==> src/rtl/core/ywu_pkg.sv <==
// ----------------------------------------------------------------------------
// ywu_pkg: shared types and constants for the yaw unwrap unit
// Configuration register indexes, angle constants and the radian scale.
// ----------------------------------------------------------------------------
package ywu_pkg;

  localparam int unsigned CFG_IDX_W = 8;
  localparam int unsigned LIMIT_W   = 16;
  localparam int unsigned RAW_W     = 17;
  localparam int unsigned DEG_W     = 32;
  localparam int unsigned RAD_W     = 35;
  localparam int unsigned SCALE_W   = 27;
  localparam int unsigned PROD_W    = DEG_W + SCALE_W;
  localparam int unsigned RAD_SHIFT = 24;

  typedef logic [CFG_IDX_W-1:0] cfg_idx_t;

  localparam cfg_idx_t CFG_PASS_BAND_LIMIT = cfg_idx_t'(0);
  localparam cfg_idx_t CFG_FLIP_SUM_LIMIT  = cfg_idx_t'(1);

  localparam logic [LIMIT_W-1:0] PASS_BAND_RESET = 16'd10240;
  localparam logic [LIMIT_W-1:0] FLIP_SUM_RESET  = 16'd7680;

  // 19-bit signed working width for sample differences
  localparam logic signed [18:0] HALF_TURN = 19'sd46080;
  localparam logic signed [18:0] FULL_TURN = 19'sd92160;

  localparam logic signed [RAW_W-1:0] SAMPLE_MAX = 17'sd65535;
  localparam logic signed [RAW_W-1:0] SAMPLE_MIN = -17'sd65536;

  // 256*pi/180 in unsigned Q24
  localparam logic [SCALE_W-1:0] RAD_SCALE = 27'd74961321;

  localparam logic [PROD_W-1:0] RAD_ROUND = PROD_W'(1) << (RAD_SHIFT - 1);

  localparam logic signed [DEG_W:0] ACC_MAX = 33'sd2147483647;
  localparam logic signed [DEG_W:0] ACC_MIN = -33'sd2147483648;

endpackage

==> src/rtl/core/yaw_unwrap_with_flip_fix_unit.sv <==
// ----------------------------------------------------------------------------
// yaw_unwrap_with_flip_fix_unit: continuous yaw from raw wrapped samples
// Flip repair, +-180 degree wrap, saturating accumulation, radian output.
// ----------------------------------------------------------------------------
// Usage:
//   Input channel (in_valid/in_ready) takes one raw yaw word per cycle in
//   1/256 degree. Result channel (out_valid/out_ready) gives one word per
//   input: unwrapped yaw in 1/256 degree, in 1/65536 radian, and a flag set
//   when the accumulator clipped at its 32-bit limit on that sample.
//   Configuration channel (cfg_valid/cfg_ready, cfg_index, cfg_data) writes
//   pass_band_limit (index 0) and flip_sum_limit (index 1); other indexes
//   are ignored. cfg_ready is always high; write only while idle.
//   The unwrap/accumulate step registers into stage 1 (acc_r) and feeds a
//   two-stage 32x27 radian multiply and rounding pipeline (stages 2 and 3).
//   Throughput: one word per cycle while out_ready is high.
//   Reset clears the unwrap state (the next sample seeds it) and loads the
//   limit registers with 40 and 30 degrees. When out_ready is low the
//   pipeline keeps filling its empty stages, then drops in_ready.
// ----------------------------------------------------------------------------
module yaw_unwrap_with_flip_fix_unit (
  input  logic                                clk,
  input  logic                                rst_n,
  input  logic                                in_valid,
  output logic                                in_ready,
  input  logic signed [ywu_pkg::RAW_W-1:0]    in_raw_yaw,
  output logic                                out_valid,
  input  logic                                out_ready,
  output logic signed [ywu_pkg::DEG_W-1:0]    out_yaw_degrees,
  output logic signed [ywu_pkg::RAD_W-1:0]    out_yaw_radians,
  output logic                                out_saturated,
  input  logic                                cfg_valid,
  output logic                                cfg_ready,
  input  ywu_pkg::cfg_idx_t                   cfg_index,
  input  logic [ywu_pkg::LIMIT_W-1:0]         cfg_data
);

  logic [ywu_pkg::LIMIT_W-1:0] pass_lim_r;
  logic [ywu_pkg::LIMIT_W-1:0] flip_lim_r;

  logic                               seen_first_r;
  logic signed [ywu_pkg::RAW_W-1:0]   prev_r;
  logic signed [ywu_pkg::DEG_W-1:0]   acc_r;

  logic                               s1_v_r, s2_v_r, s3_v_r;
  logic                               s1_sat_r, s2_sat_r, s3_sat_r;
  logic signed [ywu_pkg::DEG_W-1:0]   s2_deg_r, s3_deg_r;
  logic                               s2_neg_r;
  logic [ywu_pkg::PROD_W-1:0]         s2_prod_r;
  logic signed [ywu_pkg::RAD_W-1:0]   s3_rad_r;

  logic rdy1, rdy2, rdy3, in_acc;

  // unwrap datapath
  logic signed [17:0]                 raw_e, lim_e, sum_e;
  logic [18:0]                        sum_mag;
  logic                               in_band, do_flip;
  logic signed [ywu_pkg::RAW_W-1:0]   neg_raw, used;
  logic signed [18:0]                 delta0, delta1, delta2;
  logic signed [ywu_pkg::DEG_W:0]     acc_sum;
  logic signed [ywu_pkg::DEG_W-1:0]   acc_nxt;
  logic                               sat_nxt;
  logic signed [ywu_pkg::RAW_W-1:0]   prev_nxt;

  // radian datapath
  logic [ywu_pkg::DEG_W:0]            mag_wide;
  logic [ywu_pkg::DEG_W-1:0]          mag;
  logic [ywu_pkg::PROD_W-1:0]         prod_nxt, rnd;
  logic signed [ywu_pkg::RAD_W-1:0]   rad_mag, rad_nxt;

  function automatic logic s1_deg_neg();
    return acc_r[ywu_pkg::DEG_W-1];
  endfunction

  assign rdy3     = !s3_v_r || out_ready;
  assign rdy2     = !s2_v_r || rdy3;
  assign rdy1     = !s1_v_r || rdy2;
  assign in_ready = rdy1;
  assign in_acc   = in_valid && in_ready;
  assign cfg_ready = 1'b1;

  always_comb begin
    raw_e   = 18'(in_raw_yaw);
    lim_e   = $signed({2'b00, pass_lim_r});
    in_band = (raw_e > -lim_e) && (raw_e < lim_e);
    sum_e   = raw_e + 18'(prev_r);
    sum_mag = sum_e[17] ? 19'(-19'(sum_e)) : 19'(sum_e);
    do_flip = !in_band && (sum_mag <= {3'b000, flip_lim_r});
    neg_raw = (in_raw_yaw == ywu_pkg::SAMPLE_MIN) ? ywu_pkg::SAMPLE_MAX : -in_raw_yaw;
    used    = do_flip ? neg_raw : in_raw_yaw;
    delta0  = 19'(used) - 19'(prev_r);
    delta1  = (delta0 > ywu_pkg::HALF_TURN) ? delta0 - ywu_pkg::FULL_TURN : delta0;
    delta2  = (delta1 < -ywu_pkg::HALF_TURN) ? delta1 + ywu_pkg::FULL_TURN : delta1;
    acc_sum = 33'(acc_r) + 33'(delta2);
    if (!seen_first_r) begin
      acc_nxt  = 32'(in_raw_yaw);
      prev_nxt = in_raw_yaw;
      sat_nxt  = 1'b0;
    end else begin
      prev_nxt = used;
      if (acc_sum > ywu_pkg::ACC_MAX) begin
        acc_nxt = ywu_pkg::ACC_MAX[ywu_pkg::DEG_W-1:0];
        sat_nxt = 1'b1;
      end else if (acc_sum < ywu_pkg::ACC_MIN) begin
        acc_nxt = ywu_pkg::ACC_MIN[ywu_pkg::DEG_W-1:0];
        sat_nxt = 1'b1;
      end else begin
        acc_nxt = acc_sum[ywu_pkg::DEG_W-1:0];
        sat_nxt = 1'b0;
      end
    end
  end

  always_comb begin
    mag_wide = s1_deg_neg() ? 33'(-33'(acc_r)) : 33'(acc_r);
    mag      = mag_wide[ywu_pkg::DEG_W-1:0];
    prod_nxt = ywu_pkg::PROD_W'(mag) * ywu_pkg::PROD_W'(ywu_pkg::RAD_SCALE);
    rnd      = s2_prod_r + ywu_pkg::RAD_ROUND;
    rad_mag  = $signed(rnd[ywu_pkg::RAD_SHIFT +: ywu_pkg::RAD_W]);
    rad_nxt  = s2_neg_r ? -rad_mag : rad_mag;
  end

  always_ff @(posedge clk) begin
    if (!rst_n) begin
      pass_lim_r <= ywu_pkg::PASS_BAND_RESET;
      flip_lim_r <= ywu_pkg::FLIP_SUM_RESET;
    end else if (cfg_valid && cfg_ready) begin
      unique case (cfg_index)
        ywu_pkg::CFG_PASS_BAND_LIMIT: pass_lim_r <= cfg_data;
        ywu_pkg::CFG_FLIP_SUM_LIMIT:  flip_lim_r <= cfg_data;
        default: ;
      endcase
    end
  end

  // unwrap state and stage 1 (acc_r doubles as the stage 1 degree word)
  always_ff @(posedge clk) begin
    if (!rst_n) begin
      seen_first_r <= 1'b0;
      prev_r       <= '0;
      acc_r        <= '0;
      s1_v_r       <= 1'b0;
    end else begin
      if (in_acc) begin
        seen_first_r <= 1'b1;
        prev_r       <= prev_nxt;
        acc_r        <= acc_nxt;
      end
      if (rdy1) begin
        s1_v_r <= in_valid;
      end
    end
  end

  always_ff @(posedge clk) begin
    if (in_acc) begin
      s1_sat_r <= sat_nxt;
    end
  end

  // stage 2: magnitude times scale
  always_ff @(posedge clk) begin
    if (!rst_n) begin
      s2_v_r <= 1'b0;
    end else if (rdy2) begin
      s2_v_r <= s1_v_r;
    end
  end

  always_ff @(posedge clk) begin
    if (rdy2 && s1_v_r) begin
      s2_deg_r  <= acc_r;
      s2_neg_r  <= s1_deg_neg();
      s2_prod_r <= prod_nxt;
      s2_sat_r  <= s1_sat_r;
    end
  end

  // stage 3: round, sign, output register
  always_ff @(posedge clk) begin
    if (!rst_n) begin
      s3_v_r <= 1'b0;
    end else if (rdy3) begin
      s3_v_r <= s2_v_r;
    end
  end

  always_ff @(posedge clk) begin
    if (rdy3 && s2_v_r) begin
      s3_deg_r <= s2_deg_r;
      s3_rad_r <= rad_nxt;
      s3_sat_r <= s2_sat_r;
    end
  end

  assign out_valid       = s3_v_r;
  assign out_yaw_degrees = s3_deg_r;
  assign out_yaw_radians = s3_rad_r;
  assign out_saturated   = s3_sat_r;

endmodule
==> config.mk <==
export PLATFORM = sky130hd
export DESIGN_NAME = yaw_unwrap_with_flip_fix_unit
export DESIGN_NICKNAME = d
export VERILOG_FILES = /design/src/rtl/core/ywu_pkg.sv /design/src/rtl/core/yaw_unwrap_with_flip_fix_unit.sv
export SDC_FILE = /design/constraint.sdc
export NUM_CORES = 2
export LEC_CHECK = 0
export BUFFER_PORTS_ARGS = -buffer_cell sky130_fd_sc_hd__buf_4
export CAP_MARGIN = 20
export CORE_MARGIN = 4
export CORE_UTILIZATION = 50
export DETAILED_ROUTE_END_ITERATION = 8
export HOLD_SLACK_MARGIN = 0.05
export PLACE_DENSITY_LB_ADDON = 0.08
export SLEW_MARGIN = 20
export SYNTH_ARGS = -nofsm -noshare
export SYNTH_HDL_FRONTEND = slang
export SYNTH_SLANG_ARGS = --single-unit
==> constraint.sdc <==
create_clock -name clk -period 21.2 [get_ports clk]
set_input_delay 6.36 -clock clk [delete_from_list [all_inputs] [get_ports clk]]
set_output_delay 6.36 -clock clk [all_outputs]
set_load 0.05 [all_outputs]
==> out/metrics.csv <==
metric;value;unit
outcome;completed;
Max Fanout on Critical Path;32;
final non-filler cell total;4124;
DRT iter0 DRCs;1223;
Buf+Inv Stages, Crit Path;2;
I/O Buffers;115;
Hold Vio Cnt, Final;0;
area grow syn2layout;9.550;%
CTS-repair resized insts;0;
Slowest-stage cell, CP;a211oi_1;
share of cells above drive strength 1;8.199;%
FF-to-FF End;acc_r[22]$_SDFFE_PN0P_;
post-route antenna net violation count;0;
DRC;0;
Finished Core Util;55.53;%
RSZ-0062 raised after global routing;false;
Setup Viol. Count Final;0;
post-synthesis net count;4052;
syn avg cell area;9.573;um^2
critical path endpoint category;flop;
total CTS buffers;29;
Slew @ Worst Pin;1.058;ns
clock sink total;223;
CP arrival;20.04;ns
Tmin final;19.56;ns
kind of critical path;input pin to flop;
R2R setup slack;7.13;ns
grt total ovfl;0;
Synth Cell Area;30710;um^2
die area;65450;um^2
EDFF count, synth;138;
H-Tree Depth;1;
max incr delay on CP;0.70;ns
Maximum Capacitance Violations;0;
vias in the first global route;23645;
Rows;90;
initial antenna violation count;3;
Inserted Diodes;0;
Worst Hold Class;flop to flop;
Async S/R FF share, synth;0;%
fraction of the yosys area taken by sequential cells;19.03;%
Cell variety after synth;109;
clock-pin transition on the worst setup and hold timing paths;0.06;ns
max-slew violations;0;
worst-skew pair later-pin latency;0.61;ns
Ys Warns;0;
DP HPWL;68640;um
Worst Reg-to-Reg Cells;56;
DRT Pass-1 Iters;5;
Max clock buf depth;3;
vias per inst;5.474;
Slew HR;29.30;%
core area;60580;um^2
commonest non-fill, non-tap cells in the layout;inv_1, ha_1, fa_1, nand2_1, buf_4;
WHS Path Cells;0;
Synth Flop Type;edfxtp_1;
IO Count;117;
CTS root buf;clkbuf_16;
WHS;0.4168;ns
hold_sp;s2_deg_r[27]$_DFFE_PP_;
clk_skew;0.02615;ns
Cells after Synth;3208;
RD Place Congestion;0.9268;
Req. time, crit path;21.68;ns
Hold Crit Endpoint;out_yaw_degrees[27]$_DFFE_PP_;
largest net degree at the start of global routing;70;
initial core utilization;50.69;%
GR Util All Layers;24.84;%
Sum Neg Setup Slack;0;ns
# nets final;4163;
placed insts;4069;
Post-CTS Hold Buffers;0;
Avg WL per Cell;19.85;um
crit share post-route;92.28;%
most common cell after layout, fill and taps aside;inv_1;
Total Routed Length;81870;um
Reg2Reg Launch Point;prev_r[1]$_SDFFE_PN0P_;
Die Y;255.8;um
clock tree from TritonCTS;yes;
setup bufs post-CTS;0;
Layout fillers;5441;
Die X;255.8;um
first-pass GRT wire length;130000;um
#FFs+latches synth;223;
vias after detailed routing;22576;
Max Clock Freq;51.12;MHz
crit start category;input pin;
cell family with most CP delay;compound AO/OA/AOI/OAI gates;
how the worst max path moves through the flow:
stage | to | start | slack [ns] | depth (start not counted)
2_1_floorplan | acc_r[16]$_SDFFE_PN0P_ | in_raw_yaw[9] | 3.68 | 57
3_3_place_gp | acc_r[22]$_SDFFE_PN0P_ | in_raw_yaw[9] | 1.61 | 57
3_5_place_dp | acc_r[16]$_SDFFE_PN0P_ | in_raw_yaw[9] | 1.20 | 57
4_1_cts | acc_r[19]$_SDFFE_PN0P_ | in_raw_yaw[9] | 1.79 | 57
5_1_grt | acc_r[16]$_SDFFE_PN0P_ | in_raw_yaw[9] | 0.53 | 56
6_report | acc_r[22]$_SDFFE_PN0P_ | in_raw_yaw[1] | 1.64 | 57
cells by family (layout without fill, tap and decap cells):
logic type | count (synthesis) | in the layout | share of synthesized area (%)
adders and majority gates | 806 | 806 | 41.87
other | 1 | 1 | 0.01221
DFF | 223 | 223 | 19.03
AOI/OAI and AO/OA | 543 | 543 | 11.60
muxes | 44 | 44 | 1.475
xor gates and xnor gates | 214 | 214 | 6.103
buffers and inverters | 730 | 864 | 9.049
and+or+nand+nor | 647 | 647 | 10.86
area by class of cell:
type / count / area [um^2] / area share [%]
inverter: 657 / 2466 / 7.330
timing repair buffer: 153 / 1169 / 3.474
clock buffer: 33 / 772.0 / 2.295
tap: 782 / 978.4 / 2.908
multi-input combinational: 2255 / 22140 / 65.81
clock inverter: 21 / 272.8 / 0.8107
sequential: 223 / 5846 / 17.38
routing by layer:
layer	routed length [um]	part of all wire (%)	vias up	global-route usage, %
li1	-	-	10927	-
met1	36120	44	11054	32.49
met2	40400	49	484	44.75
met3	3445	4.2	109	2.800
met4	1889	2.3	2	5.074
met5	13	0.016	-	0
sequential cells by signal (all words and copies together), names as in the netlist, 16 cells and up:
signal           flops
flip_lim_r          16
s2_prod_r           36
out_yaw_degrees     32
acc_r               32
pass_lim_r          16
prev_r              17
out_yaw_radians     35
s2_deg_r            32
stage by stage:
stage	cell area, um^2	setup slack [ns]
floorplan	30710	3.682
global placement	32560	1.611
detailed placement	32560	1.195
CTS	33610	1.786
global route	33640	0.5250
finish	33640	1.637
Yosys cell counts (12+ instances only):
master	number	area [um^2]
a211oi_1	15	112.6
a21o_1	50	375.4
a21oi_1	150	750.7
a31oi_1	37	231.5
and3_1	23	143.9
clkbuf_1	54	202.7
dfxtp_1	85	1702
edfxtp_1	138	4144
fa_1	372	7447
ha_1	426	5330
inv_1	655	2459
mux2i_1	39	390.4
nand2_1	156	585.6
nand2b_1	27	168.9
nand3_1	47	235.2
nand4_1	30	187.7
nor2_1	148	555.5
nor2b_1	39	244.0
nor3_1	55	275.3
nor4_1	14	87.58
o211ai_1	12	90.09
o21a_1	22	165.2
o21ai_0	95	475.5
o21ai_1	29	145.1
o21bai_1	12	90.09
o22ai_1	15	93.84
or3_1	26	162.7
xnor2_1	149	1305
xor2_1	65	569.3
worst register-to-register path, delay by kind of cell, from the launching register on:
kind	cells	cell delay [ns]
mux	1	0.10
flops	1	0.46
compound gates	33	8.50
fa+ha+maj	6	1.63
xor+xnor	3	0.75
simple gates	12	2.21
buf+inv	1	0.30
Power is not shown: default switching activity piles up to over one toggle a cycle in this logic, so the estimate is an artifact.
